[config.mk]
export PLATFORM = sky130hd
export DESIGN_NAME = led_matrix_rotating_row_scanner
export DESIGN_NICKNAME = d
export VERILOG_FILES = /design/src/hw/rtl/lmrrs_pkg.sv /design/src/hw/rtl/lmrrs_dp.sv /design/src/hw/rtl/lmrrs_ctrl.sv /design/src/hw/rtl/led_matrix_rotating_row_scanner.sv
export VERILOG_INCLUDE_DIRS = /design/src /design/src/hw/rtl
export SDC_FILE = /design/constraint.sdc
export NUM_CORES = 1
export LEC_CHECK = 0
export ABC_AREA = 1
export BUFFER_PORTS_ARGS = -buffer_cell sky130_fd_sc_hd__buf_2
export CAP_MARGIN = 0
export CELL_PAD_IN_SITES_DETAIL_PLACEMENT = 0
export CELL_PAD_IN_SITES_GLOBAL_PLACEMENT = 1
export CORE_UTILIZATION = 50
export DETAILED_ROUTE_END_ITERATION = 6
export GPL_TIMING_DRIVEN = 0
export HOLD_SLACK_MARGIN = 0.03
export MAX_ROUTING_LAYER = met4
export PLACE_DENSITY = 0.86
export SLEW_MARGIN = 25
export SYNTH_ARGS = -nofsm -noshare
export SYNTH_HDL_FRONTEND = slang
export SYNTH_SLANG_ARGS = --single-unit
[constraint.sdc]
create_clock -name clk -period 3.8 [get_ports clk]
set_clock_uncertainty 0.05 [all_clocks]
set_input_delay 0.38 -clock clk [delete_from_list [all_inputs] [get_ports clk]]
set_output_delay 0.38 -clock clk [all_outputs]
set_load 0.01 [all_outputs]
[src/hw/rtl/led_matrix_rotating_row_scanner_macros.svh]
// Assertion macros shared by the LED matrix row scanner RTL.
`ifndef LED_MATRIX_ROTATING_ROW_SCANNER_MACROS_SVH
`define LED_MATRIX_ROTATING_ROW_SCANNER_MACROS_SVH

`ifndef ASSERT_OFF

// Clocked check, masked while reset is asserted.
`define LMRRS_ASSERT(label, prop, msg) \
	label: assert property (@(posedge clk) disable iff (!arst_n) prop) else $error(msg);

// Clocked check that also holds during reset.
`define LMRRS_ASSERT_ALWAYS(label, prop, msg) \
	label: assert property (@(posedge clk) prop) else $error(msg);

`else

`define LMRRS_ASSERT(label, prop, msg)
`define LMRRS_ASSERT_ALWAYS(label, prop, msg)

`endif

`endif

[src/hw/rtl/lmrrs_pkg.sv]
// Types, constants and codes shared by the LED matrix row scanner modules.
package lmrrs_pkg;

	// Matrix geometry
	localparam int SIDE    = 8;
	localparam int NUM_PIX = SIDE * SIDE;
	localparam int COORD_W = (SIDE > 2) ? $clog2(SIDE) : 1;
	localparam int IDX_W   = $clog2(NUM_PIX);
	localparam int PIX_W   = 2;

	localparam logic [COORD_W-1:0] COORD_LAST = COORD_W'(SIDE - 1);
	localparam logic [IDX_W-1:0]   SIDE_IDX   = IDX_W'(SIDE);

	// Operation codes
	localparam logic OP_WRITE = 1'b0;
	localparam logic OP_SCAN  = 1'b1;

	// Port select codes
	localparam logic PORT_DATA = 1'b0;
	localparam logic PORT_CTRL = 1'b1;

	// Kind of port write requested by the controller
	localparam int KIND_W = 3;
	localparam logic [KIND_W-1:0] EMIT_BLANK = 3'd0;
	localparam logic [KIND_W-1:0] EMIT_DATA  = 3'd1;
	localparam logic [KIND_W-1:0] EMIT_CLKLO = 3'd2;
	localparam logic [KIND_W-1:0] EMIT_CLKHI = 3'd3;
	localparam logic [KIND_W-1:0] EMIT_SEL   = 3'd4;

	// Control shadow bit positions
	localparam int SH_CLK  = 0;
	localparam int SH_RED  = 1;
	localparam int SH_NGRN = 2;

	// Status byte bits and blanking byte
	localparam int ST_BUSY_BIT  = 7;
	localparam int ST_ACK_BIT   = 6;
	localparam int ST_PAPER_BIT = 5;
	localparam int ST_ERROR_BIT = 3;
	localparam logic [7:0] BLANK_BYTE = 8'hFF;

	typedef struct packed {
		logic             operation;
		logic [5:0]       pixel_index;
		logic [PIX_W-1:0] pixel_value;
		logic [7:0]       status_byte;
	} scan_in_t;

	typedef struct packed {
		logic       port_select;
		logic [7:0] port_value;
		logic       last_write;
	} scan_out_t;

	// Controller to datapath
	typedef struct packed {
		logic               wr_pix;
		logic               start;
		logic               emit;
		logic [KIND_W-1:0]  kind;
		logic               rd_en;
		logic [COORD_W-1:0] rd_col;
		logic               finish;
	} dp_cmd_t;

	// Datapath to controller
	typedef struct packed {
		logic out_free;
	} dp_status_t;

endpackage

[src/hw/rtl/lmrrs_dp.sv]
// Datapath: frame store, rotation addressing, control shadow and output register.
`include "led_matrix_rotating_row_scanner_macros.svh"

module lmrrs_dp (
	input  logic                  clk,
	input  logic                  arst_n,
	input  lmrrs_pkg::dp_cmd_t    cmd,
	output lmrrs_pkg::dp_status_t status,
	input  lmrrs_pkg::scan_in_t   item,
	output logic                  port_valid,
	input  logic                  port_ready,
	output lmrrs_pkg::scan_out_t  port_wr
);
	import lmrrs_pkg::*;

	logic [PIX_W-1:0]   frame_q [NUM_PIX];
	logic [NUM_PIX-1:0] valid_q;
	logic [PIX_W-1:0]   rd_s1;
	logic               rd_vld_s1;
	logic [COORD_W-1:0] row_q;
	logic [1:0]         orient_q;
	logic [2:0]         shadow_q;
	logic [7:0]         status_q;
	logic               out_valid_q;
	scan_out_t          out_q;

	logic               wr_hit;
	logic [IDX_W-1:0]   wr_addr;
	logic [COORD_W-1:0] lo_coord, hi_coord;
	logic [IDX_W-1:0]   rd_addr;
	logic [PIX_W-1:0]   pix;
	logic [2:0]         shadow_nx;
	logic [7:0]         sel_byte;
	scan_out_t          out_nx;
	logic [1:0]         orient_nx;
	logic               busy, ack, err, pout;

	// Pixel writes outside the matrix are dropped
	assign wr_hit  = cmd.wr_pix && (32'(item.pixel_index) < NUM_PIX);
	assign wr_addr = IDX_W'(item.pixel_index);

	// Frame store write port
	always_ff @(posedge clk) begin
		if (wr_hit) begin
			frame_q[wr_addr] <= item.pixel_value;
		end
	end

	// Written flags, cleared at reset so unwritten pixels read as zero
	always_ff @(posedge clk or negedge arst_n) begin
		if (!arst_n) begin
			valid_q <= '0;
		end else if (wr_hit) begin
			valid_q[wr_addr] <= 1'b1;
		end
	end

	// Rotation: split the read position into low and high coordinates
	always_comb begin
		case (orient_q)
			2'd0: begin
				lo_coord = row_q;
				hi_coord = cmd.rd_col;
			end
			2'd1: begin
				lo_coord = COORD_LAST - cmd.rd_col;
				hi_coord = row_q;
			end
			2'd2: begin
				lo_coord = COORD_LAST - row_q;
				hi_coord = COORD_LAST - cmd.rd_col;
			end
			default: begin
				lo_coord = cmd.rd_col;
				hi_coord = COORD_LAST - row_q;
			end
		endcase
	end

	assign rd_addr = IDX_W'(lo_coord) + IDX_W'(hi_coord) * SIDE_IDX;

	// Registered read port
	always_ff @(posedge clk) begin
		if (cmd.rd_en) begin
			rd_s1     <= frame_q[rd_addr];
			rd_vld_s1 <= valid_q[rd_addr];
		end
	end

	assign pix = rd_vld_s1 ? rd_s1 : '0;

	// Active-low row select; rows beyond the byte leave it all high
	always_comb begin
		for (int i = 0; i < 8; i++) begin
			sel_byte[i] = !(32'(row_q) == i);
		end
	end

	// Next shadow and the port write for this step
	always_comb begin
		shadow_nx = shadow_q;
		out_nx    = '{port_select: PORT_DATA, port_value: BLANK_BYTE, last_write: 1'b0};
		case (cmd.kind)
			EMIT_BLANK: begin
				out_nx.port_select = PORT_DATA;
				out_nx.port_value  = BLANK_BYTE;
			end
			EMIT_DATA: begin
				shadow_nx[SH_RED]  = pix[1];
				shadow_nx[SH_NGRN] = !pix[0];
				out_nx.port_select = PORT_CTRL;
				out_nx.port_value  = {5'd0, shadow_nx};
			end
			EMIT_CLKLO: begin
				shadow_nx[SH_CLK]  = 1'b0;
				out_nx.port_select = PORT_CTRL;
				out_nx.port_value  = {5'd0, shadow_nx};
			end
			EMIT_CLKHI: begin
				shadow_nx[SH_CLK]  = 1'b1;
				out_nx.port_select = PORT_CTRL;
				out_nx.port_value  = {5'd0, shadow_nx};
			end
			EMIT_SEL: begin
				out_nx.port_select = PORT_DATA;
				out_nx.port_value  = sel_byte;
				out_nx.last_write  = 1'b1;
			end
			default: begin
				out_nx = '{port_select: PORT_DATA, port_value: BLANK_BYTE, last_write: 1'b0};
			end
		endcase
	end

	// Tilt decode: later pairs take priority
	assign busy = status_q[ST_BUSY_BIT];
	assign ack  = !status_q[ST_ACK_BIT];
	assign err  = !status_q[ST_ERROR_BIT];
	assign pout = !status_q[ST_PAPER_BIT];

	always_comb begin
		orient_nx = orient_q;
		if (pout && ack) orient_nx = 2'd0;
		if (busy && ack) orient_nx = 2'd1;
		if (busy && err) orient_nx = 2'd2;
		if (pout && err) orient_nx = 2'd3;
	end

	// Scan state: row, rotation and shadow
	always_ff @(posedge clk or negedge arst_n) begin
		if (!arst_n) begin
			row_q    <= '0;
			orient_q <= '0;
			shadow_q <= '0;
		end else begin
			if (cmd.emit) begin
				shadow_q <= shadow_nx;
			end
			if (cmd.finish) begin
				row_q    <= (row_q == COORD_LAST) ? '0 : row_q + 1'b1;
				orient_q <= orient_nx;
			end
		end
	end

	// Status byte sampled when the tick is taken
	always_ff @(posedge clk) begin
		if (cmd.start) begin
			status_q <= item.status_byte;
		end
	end

	// Output register
	always_ff @(posedge clk or negedge arst_n) begin
		if (!arst_n) begin
			out_valid_q <= 1'b0;
		end else if (cmd.emit) begin
			out_valid_q <= 1'b1;
		end else if (port_ready) begin
			out_valid_q <= 1'b0;
		end
	end

	always_ff @(posedge clk) begin
		if (cmd.emit) begin
			out_q <= out_nx;
		end
	end

	assign status.out_free = !out_valid_q || port_ready;
	assign port_valid      = out_valid_q;
	assign port_wr         = out_q;

	`LMRRS_ASSERT(a_last_on_data, out_valid_q && out_q.last_write |-> out_q.port_select == PORT_DATA, "last write not on data port")
	`LMRRS_ASSERT(a_row_moves, cmd.finish |=> row_q != $past(row_q), "row counter did not advance")
	`LMRRS_ASSERT(a_clk_high, cmd.emit && cmd.kind == EMIT_CLKHI |=> shadow_q[SH_CLK], "clock bit not set after clock high")

endmodule

[src/hw/rtl/lmrrs_ctrl.sv]
// Controller: sequences the port writes of a scan tick and takes pixel writes.
`include "led_matrix_rotating_row_scanner_macros.svh"

module lmrrs_ctrl (
	input  logic                  clk,
	input  logic                  arst_n,
	input  logic                  item_valid,
	input  logic                  item_op,
	output logic                  item_ready,
	input  lmrrs_pkg::dp_status_t status,
	output lmrrs_pkg::dp_cmd_t    cmd
);
	import lmrrs_pkg::*;

	localparam logic [2:0] ST_IDLE  = 3'd0;
	localparam logic [2:0] ST_BLANK = 3'd1;
	localparam logic [2:0] ST_DATA  = 3'd2;
	localparam logic [2:0] ST_CLKLO = 3'd3;
	localparam logic [2:0] ST_CLKHI = 3'd4;
	localparam logic [2:0] ST_SEL   = 3'd5;

	logic [2:0]         state_q, state_nx;
	logic [COORD_W-1:0] col_q, col_nx;

	assign item_ready = (state_q == ST_IDLE);

	// Next state and commands
	always_comb begin
		state_nx = state_q;
		col_nx   = col_q;
		cmd      = '0;
		cmd.rd_col = col_q;
		case (state_q)
			ST_IDLE: begin
				if (item_valid) begin
					if (item_op == OP_SCAN) begin
						cmd.start = 1'b1;
						state_nx  = ST_BLANK;
					end else begin
						cmd.wr_pix = 1'b1;
					end
				end
			end
			ST_BLANK: begin
				cmd.kind = EMIT_BLANK;
				if (status.out_free) begin
					cmd.emit   = 1'b1;
					cmd.rd_en  = 1'b1;
					cmd.rd_col = '0;
					col_nx     = '0;
					state_nx   = ST_DATA;
				end
			end
			ST_DATA: begin
				cmd.kind = EMIT_DATA;
				if (status.out_free) begin
					cmd.emit = 1'b1;
					state_nx = ST_CLKLO;
				end
			end
			ST_CLKLO: begin
				cmd.kind = EMIT_CLKLO;
				if (status.out_free) begin
					cmd.emit = 1'b1;
					state_nx = ST_CLKHI;
				end
			end
			ST_CLKHI: begin
				cmd.kind = EMIT_CLKHI;
				if (status.out_free) begin
					cmd.emit = 1'b1;
					if (col_q == COORD_LAST) begin
						state_nx = ST_SEL;
					end else begin
						// prefetch the next column's pixel
						cmd.rd_en  = 1'b1;
						cmd.rd_col = col_q + 1'b1;
						col_nx     = col_q + 1'b1;
						state_nx   = ST_DATA;
					end
				end
			end
			ST_SEL: begin
				cmd.kind = EMIT_SEL;
				if (status.out_free) begin
					cmd.emit   = 1'b1;
					cmd.finish = 1'b1;
					state_nx   = ST_IDLE;
				end
			end
			default: begin
				state_nx = ST_IDLE;
			end
		endcase
	end

	always_ff @(posedge clk or negedge arst_n) begin
		if (!arst_n) begin
			state_q <= ST_IDLE;
			col_q   <= '0;
		end else begin
			state_q <= state_nx;
			col_q   <= col_nx;
		end
	end

	`LMRRS_ASSERT(a_sel_after_last_col, state_q == ST_SEL |-> col_q == COORD_LAST, "row select before last column")
	`LMRRS_ASSERT(a_no_emit_idle, item_ready |-> !cmd.emit, "port write issued while idle")
	`LMRRS_ASSERT(a_read_then_data, cmd.rd_en |=> state_q == ST_DATA, "pixel read not followed by data write")

endmodule

[src/hw/rtl/led_matrix_rotating_row_scanner.sv]
// Top level of the rotating row scanner for a two-colour LED matrix.
//
//  channel  | direction | payload    | transaction
//  item     | in        | scan_in_t  | one pixel write or one scan tick
//  port_wr  | out       | scan_out_t | one write to the data or control port
//
// A pixel write gives no port write.
// A scan tick gives 26 port writes after the accept, one a cycle through the single
// output register while the output is not stalled; no item is taken mid-tick.
// After reset the frame store reads as all zero with no clearing pass.

module led_matrix_rotating_row_scanner (
	input  logic                 clk,
	input  logic                 arst_n,
	input  logic                 item_valid,
	output logic                 item_ready,
	input  lmrrs_pkg::scan_in_t  item,
	output logic                 port_valid,
	input  logic                 port_ready,
	output lmrrs_pkg::scan_out_t port_wr
);
	import lmrrs_pkg::*;

	dp_cmd_t    cmd;
	dp_status_t status;

	lmrrs_ctrl u_ctrl (
		.clk        (clk),
		.arst_n     (arst_n),
		.item_valid (item_valid),
		.item_op    (item.operation),
		.item_ready (item_ready),
		.status     (status),
		.cmd        (cmd)
	);

	lmrrs_dp u_dp (
		.clk        (clk),
		.arst_n     (arst_n),
		.cmd        (cmd),
		.status     (status),
		.item       (item),
		.port_valid (port_valid),
		.port_ready (port_ready),
		.port_wr    (port_wr)
	);

endmodule
# [Word-level counts from Yosys, hierarchy flattened]
# Memories as Yosys holds them, arrays and structs flattened. A register that Yosys moved wholly into a read port is not among the register bits.
# Cells that the tools add are included.
[totals] inputBits=21 out_inout_bits=12 register_bits=98 mem_count=1 mem_bits_rw=128
[classes] eq_ne=27 bitwise=1 addsub=5 magnitude_cmp=3 reduce_logical=31 mux=42
[mem_list] name="u_dp.frame_q" depth=64 width=2 read_ports=1 rd_clocked_by_memory_dff=1 wr=1 line="lmrrs_dp.sv:16" rtl="logic [PIX_W-1:0] frame_q [NUM_PIX];"
[ops] op="64-bit OR" count=1
[ops] op="9-bit case mux with 4 select lines" count=1
[ops] op="3-bit 2-to-1 mux" count=11
[ops] op="3-bit == test (second input constant)" count=8
[ops] op="4-bit case mux with 5 select lines" count=1
[ops] op="3-bit by 2-bit == test with 1-bit output (second input constant)" count=6
[ops] op="3-bit case mux with 3 select lines" count=2
[ops] op="3-bit case mux with 6 select lines" count=1
[ops] op="6-bit by 7-bit less-than comparator with 1-bit output (second input constant)" count=2
[ops] op="2-bit 2-to-1 mux" count=7
[ops] op="2-bit inequality test (second input constant)" count=7
[ops] op="1-bit zero test" count=13
[ops] op="4-bit 2-to-1 mux" count=3
[ops] op="1-bit 2-to-1 mux" count=11
[ops] op="3-bit by 1-bit == test with 1-bit output (second input constant)" count=3
[ops] op="4-bit case mux with 2 select lines" count=1
[ops] op="7-bit AND reduction" count=1
[ops] op="3-bit by 1-bit adder with 3-bit output (second input constant)" count=2
[ops] op="3-bit by 6-bit adder with 6-bit output" count=1
[ops] op="1-bit binary-select mux with 6-bit select" count=1
[ops] op="1-bit demux with 6-bit select" count=1
[ops] op="6-bit by 1-bit greater-or-equal comparator with 1-bit output (second input constant)" count=1
[ops] op="3-bit zero test" count=2
[ops] op="3-bit case mux with 2 select lines" count=1
[ops] op="other kinds (12)" count=21

# [Logic depth before layout (Yosys ltp)]
[logic_depth] depth_word=9 depth_mapped=20

# [Hierarchy]
# From an unflattened synthesis, not the netlist that was laid out.
[unflattened] cells_unflattened=1148 hier_area_um2=10742.8
[by_module_without_submodules] module="lmrrs_dp" seq_area_each_um2=6180.9 area_per_inst_um2=10178.5 cells_each=1068 instances=1
[by_module_without_submodules] module="lmrrs_ctrl" seq_area_each_um2=150.1 area_per_inst_um2=564.3 cells_each=80 instances=1

# [Worst setup path after synthesis]
# Ideal clock, no wire load.
[synth_path] path_kind="reg2reg" start="register u_ctrl.col_q[0]" end="register u_dp.rd_vld_s1 (data pin)" t_arrival_ns=2.151 required_time_ns=3.497 path_stages_with_launch=19 slack_ns=1.345 synth_period_minus_slack_ns=2.455 setup_ns=0.253 path_cell_list="dfrtp_1 -> ha_1 -> ha_1 -> inv_1 -> nand2_1 -> inv_1 -> nand2_2 -> nand2_1 -> nand3_1 -> nand3_2 -> buf_4 -> buf_2 -> nand3_1 -> nand3_1 -> nand3_1 -> nand3_1 -> nand3_1 -> nand3_1 -> nand2_1"
[synth_via] elab_chain_len=9 word_cells_on_any_way=12 cone_classes="add/sub: 3; eq/ne: 1; mux: 8"
[synth_rtl] element="from (decl)" line="lmrrs_ctrl.sv:23" rtl="logic [COORD_W-1:0] col_q, col_nx;"
[synth_rtl] element="from (signal assigned)" line="lmrrs_ctrl.sv:103" rtl="col_q <= col_nx;"
[synth_rtl] element="3-bit by 1-bit adder with 3-bit output or 3-bit == test (tied branches)" line="lmrrs_ctrl.sv:77, lmrrs_ctrl.sv:72"
[synth_rtl] element="4-bit 2-to-1 mux" line="lmrrs_ctrl.sv:72" rtl="if (col_q == COORD_LAST) begin"
[synth_rtl] element="4-bit 2-to-1 mux" line="lmrrs_ctrl.sv:70" rtl="if (status.out_free) begin"
[synth_rtl] element="4-bit case mux with 2 select lines *" line="lmrrs_ctrl.sv:33" rtl="case (state_q)"
[synth_rtl] element="3-bit subtractor" line="lmrrs_dp.sv:66, lmrrs_dp.sv:71"
[synth_rtl] element="3-bit case mux with 3 select lines" line="lmrrs_dp.sv:60" rtl="case (orient_q)"
[synth_rtl] element="3-bit by 6-bit adder with 6-bit output *" line="lmrrs_dp.sv:80" rtl="assign rd_addr = IDX_W'(lo_coord) + IDX_W'(hi_coord) * SIDE_IDX;"
[synth_rtl] element="1-bit binary-select mux with 6-bit select *" line="lmrrs_dp.sv:86" rtl="rd_vld_s1 <= valid_q[rd_addr];"
[synth_rtl] element="1-bit 2-to-1 mux (implied by the code) *" line="lmrrs_dp.sv:86"
[synth_rtl] element="to (signal assigned)" line="lmrrs_dp.sv:86"
[synth_rtl] element="to (decl)" line="lmrrs_dp.sv:19" rtl="logic rd_vld_s1;"
# Mark *: on every way between the ends. The rest lies on a longest branch, timed or not. The select of a mux whose other input is x is not followed.
# A chain may end at the register's enable or synchronous reset.

# [Final worst setup path]
[layout_path] start="register u_ctrl.col_q[0]" end="register u_dp.rd_s1[0], read port of u_dp.frame_q (data pin)"
[layout_via] elab_chain_len=7 word_cells_on_any_way=10 cone_classes="add/sub: 3; eq/ne: 1; mux: 6"
[layout_rtl] element="3-bit by 1-bit adder with 3-bit output or 3-bit == test (tied branches)" line="lmrrs_ctrl.sv:77, lmrrs_ctrl.sv:72"
[layout_rtl] element="4-bit 2-to-1 mux" line="lmrrs_ctrl.sv:72"
[layout_rtl] element="4-bit 2-to-1 mux" line="lmrrs_ctrl.sv:70"
[layout_rtl] element="4-bit case mux with 2 select lines *" line="lmrrs_ctrl.sv:33"
[layout_rtl] element="3-bit subtractor" line="lmrrs_dp.sv:66, lmrrs_dp.sv:71"
[layout_rtl] element="3-bit case mux with 3 select lines" line="lmrrs_dp.sv:60"
[layout_rtl] element="3-bit by 6-bit adder with 6-bit output" line="lmrrs_dp.sv:80"
[layout_rtl] element="to (decl)" line="lmrrs_dp.sv:18" rtl="logic [PIX_W-1:0] rd_s1;"
# Mark *: on every way between the ends. The rest lies on a longest branch, timed or not.

==> metrics.cfg <==
[logic_synthesis]
synthFlopType=edfxtp_1
synth_edf_count=145
syn-instance-count=1140
synth_common_cells=237 x nand3_1, 180 x nand2_1, 170 x inv_1
ys_warn_count=0
seq_area_frac_synth_pct=59.5
synthesis.area_sq_um=10600
synth_area_leaders=edfxtp_1 41%, dfrtp_1 19%, nand3_1 11%, nand2_1 6.3%, inv_1 6.0%
yosysMostFrequentCell=nand3_1
async_flop_share_pct=35.3
syn-num-nets=1170
synth.avg_cell_area_sq_um=9.34
ys_ff_latch=224
synth_top_cell_area_share_pct=40.9
yosys.area.top_type=edfxtp_1
synth.distinct_cells=30

[sta]
fin_crit_ns=3.32
fmax_mhz=301
setup-violations-final=0
setup_slack_ns=0.477
finalSetupTns_ns=0
worst-slew-pin-transition_ns=0.992
hold_viol=0
rsz0062_at_grt=no
fin_crit_sh_pct=87.4
slew_headroom_pct=33.9
finalMaxSlewViolations=0

[die]
core_sq_um=21000
rows=53
start_util_pct=50.8
ioPinCount=33
fp.dieW_microns=148
die_y_microns=148
die_area_sq_um=21900

[global_routing]
grt_max_degree=65
grt_util_met2_pct=44.5
first_global_vias=8128
antenna_found_initial=0
grt_pass1_wl_microns=46800
grt_overflow=0
grt_util_all_layers_pct=29.7
gr-usage-met3_pct=3.95
grt.met1_usage_pct=40.1
busiest_layer=met2

[cells_and_area]
fill_cells=1883
antenna_cells=0
seq_area_sq_um=6330
final_layout_size_suffix_gt1_share_pct=9.19
area_delta_synth_final_pct=12.9
fin_cells=1494
nets=1231
multi_input_area_sq_um=3320
final_area_sq_um=12000

[power_and_ir_drop]
clockPowerShare_pct=22.1
netSwitchingFraction_pct=45.8
power_leakage_nw=5.14
power_frac_seq_pct=27.9
pwr-share-comb_pct=50.1
power.density_nw_per_um2=876
intPower_mw=5.71
p_sw_mw=4.82
ir_worst_vdd_v=0.000448

[cts]
insertion_delay_ns=0.53
cts_htree_levels=1
cts_buffer_depth=3
tritoncts=yes
clkSinkCount=224
cts-root-buf=clkbuf_16
cts-buffers-inserted=24
clk_pin_slew_worst_paths_ns=0.06

[worst_hold_path]
min-delay-path-class=in -> reg

[worst_setup_path]
crit_path_end_kind=register
path_max_fanout=10
worstPathArrival_ns=3.52
worstPathRequired_ns=4.00
startpoint_type=register
critPathKind=reg -> reg

[routing]
wl_microns=30700
drtPass1Iterations=6
routedWlPerCell_microns=20.6
drt_iter0_markers=1015
viasPerCell=5.68
ant_nets=0
vias=8493
drc=0

[place]
gp_congestion=0.923
place_ws_ns=0.591
portBuffers=28
dp_hpwl_microns=19800
place_area_sq_um=11200
dp.cells=1445

[job]
max_cap_viol_count=0

[outcome]
status=completed

## power groups by stage
stage                     clock network [mW]  logic [mW]  registers [mW]
after floorplan                            0        3.21            2.99
after global placement                     0        5.07            2.98
after detailed placement                   0        5.08            2.98
after CTS                               2.34        5.11            2.93
after global routing                    2.43        5.63            2.95
final                                   2.32        5.27            2.93
## cells in the final DEF, fill, tap and decap left out
master / count
nor3_1: 3
inv_2: 5
dlygate4sd3_1: 5
buf_6: 6
a21oi_1: 1
nor2_2: 2
a41oi_1: 1
ha_1: 9
inv_1: 170
nand3b_1: 49
a22oi_1: 1
bufinv_16: 1
nand3_1: 237
nor2_1: 77
buf_2: 42
o211ai_1: 2
dfrtp_1: 79
clkbuf_16: 24
buf_12: 2
nor3_2: 1
edfxtp_1: 145
o2111ai_1: 2
clkinv_8: 1
clkbuf_8: 7
buf_4: 12
nand3_2: 2
o21ai_0: 85
nand2_1: 180
nand2_2: 5
clkbuf_1: 35
buf_1: 4
o21ai_1: 7
clkinv_2: 2
a31oi_1: 2
nand4_1: 7
xor2_1: 3
clkinv_1: 3
## path summary, 6_finish.rpt
kind,start,endpoint,slack (ns),cells after the start
min in group asynchronous,arst_n,u_dp.valid_q[43]$_DFFE_PN0P_,0.26,2
worst max-delay path,u_ctrl.col_q[0]$_DFFE_PN0P_,u_dp.rd_s1[0]$_DFFE_PP_,0.48,17
worst min-delay path,port_ready,u_dp.port_valid$_DFFE_PN0P_,0.20,4
max in group asynchronous,arst_n,u_dp.valid_q[7]$_DFFE_PN0P_,2.74,4
worst max register to register,u_ctrl.col_q[0]$_DFFE_PN0P_,u_dp.rd_s1[0]$_DFFE_PP_,0.48,17
worst min register to register,u_dp.valid_q[48]$_DFFE_PN0P_,u_dp.valid_q[48]$_DFFE_PN0P_,0.41,2
## worst max-delay path, stage by stage, from the launching register on
cell and delay (ns):
dfrtp_1 0.41, ha_1 0.23, ha_1 0.19, inv_1 0.10, nand2_1 0.08, inv_1 0.11, nand2_2 0.06, nand2_1 0.07
nand3_1 0.12, nand3_2 0.17, clkbuf_1 0.65, nand3b_1 0.14, nand3_1 0.11, nand3_1 0.11, nand3_1 0.11, nand3_1 0.11
nand3_1 0.12, nand2_1 0.11
## layout make-up
class | instances | area share [%]
Sequential cell | 224 | 52.7
Buffer | 63 | 2.80
Inverter | 177 | 5.53
Multi-Input combinational cell | 676 | 27.6
Clock inverter | 5 | 0.500
Timing Repair Buffer | 35 | 1.98
Clock buffer | 39 | 6.05
Tap cell | 275 | 2.86
## metrics by stage
step	hold WS [ns]	utilization, %	total power [mW]
finish	0.198	57.4	10.5
global route	0.229	57.4	11.0
CTS	0.187	57.4	10.4
detailed placement	0.253	53.4	8.07
global placement	0.388	53.1	8.05
floorplan	0.0344	-	6.20
## cells by family (layout without fill, tap and decap cells)
| group | count (synthesis) | after routing | synth area share (%) |
|---|---|---|---|
| AOI/OAI and AO/OA | 101 | 101 | 4.95 |
| xor gates and xnor gates | 3 | 3 | 0.247 |
| adders and majority gates | 9 | 9 | 1.06 |
| buffers and inverters | 240 | 319 | 9.40 |
| DFF | 224 | 224 | 59.5 |
| and+or+nand+nor | 563 | 563 | 24.9 |
## routing by layer
metal / share of wire [%] / vias to the layer above
met5: 0 / -
met4: 4.7 / 0
met3: 9.5 / 101
met2: 44 / 469
met1: 42 / 4012
li1: - / 3911
## flip-flops by register name (all words and copies together) (netlist names)
signal           cells
u_ctrl.col_q         3
u_dp.orient_q        2
u_dp.row_q           3
u_dp.valid_q        64
u_dp.shadow_q        3
u_ctrl.state_q       3
u_dp.port_valid      1
u_dp.rd_s1           2
u_dp.frame_q       128
u_dp.port_wr        10
u_dp.status_q        4
u_dp.rd_vld_s1       1
## repair_timing
item,in CTS,in global routing
gates resized for setup,0,0
endpoints found under the hold margin,28,0
setup buffers,0,0
hold buffers,5,0
(Power assumes the default switching activity.)
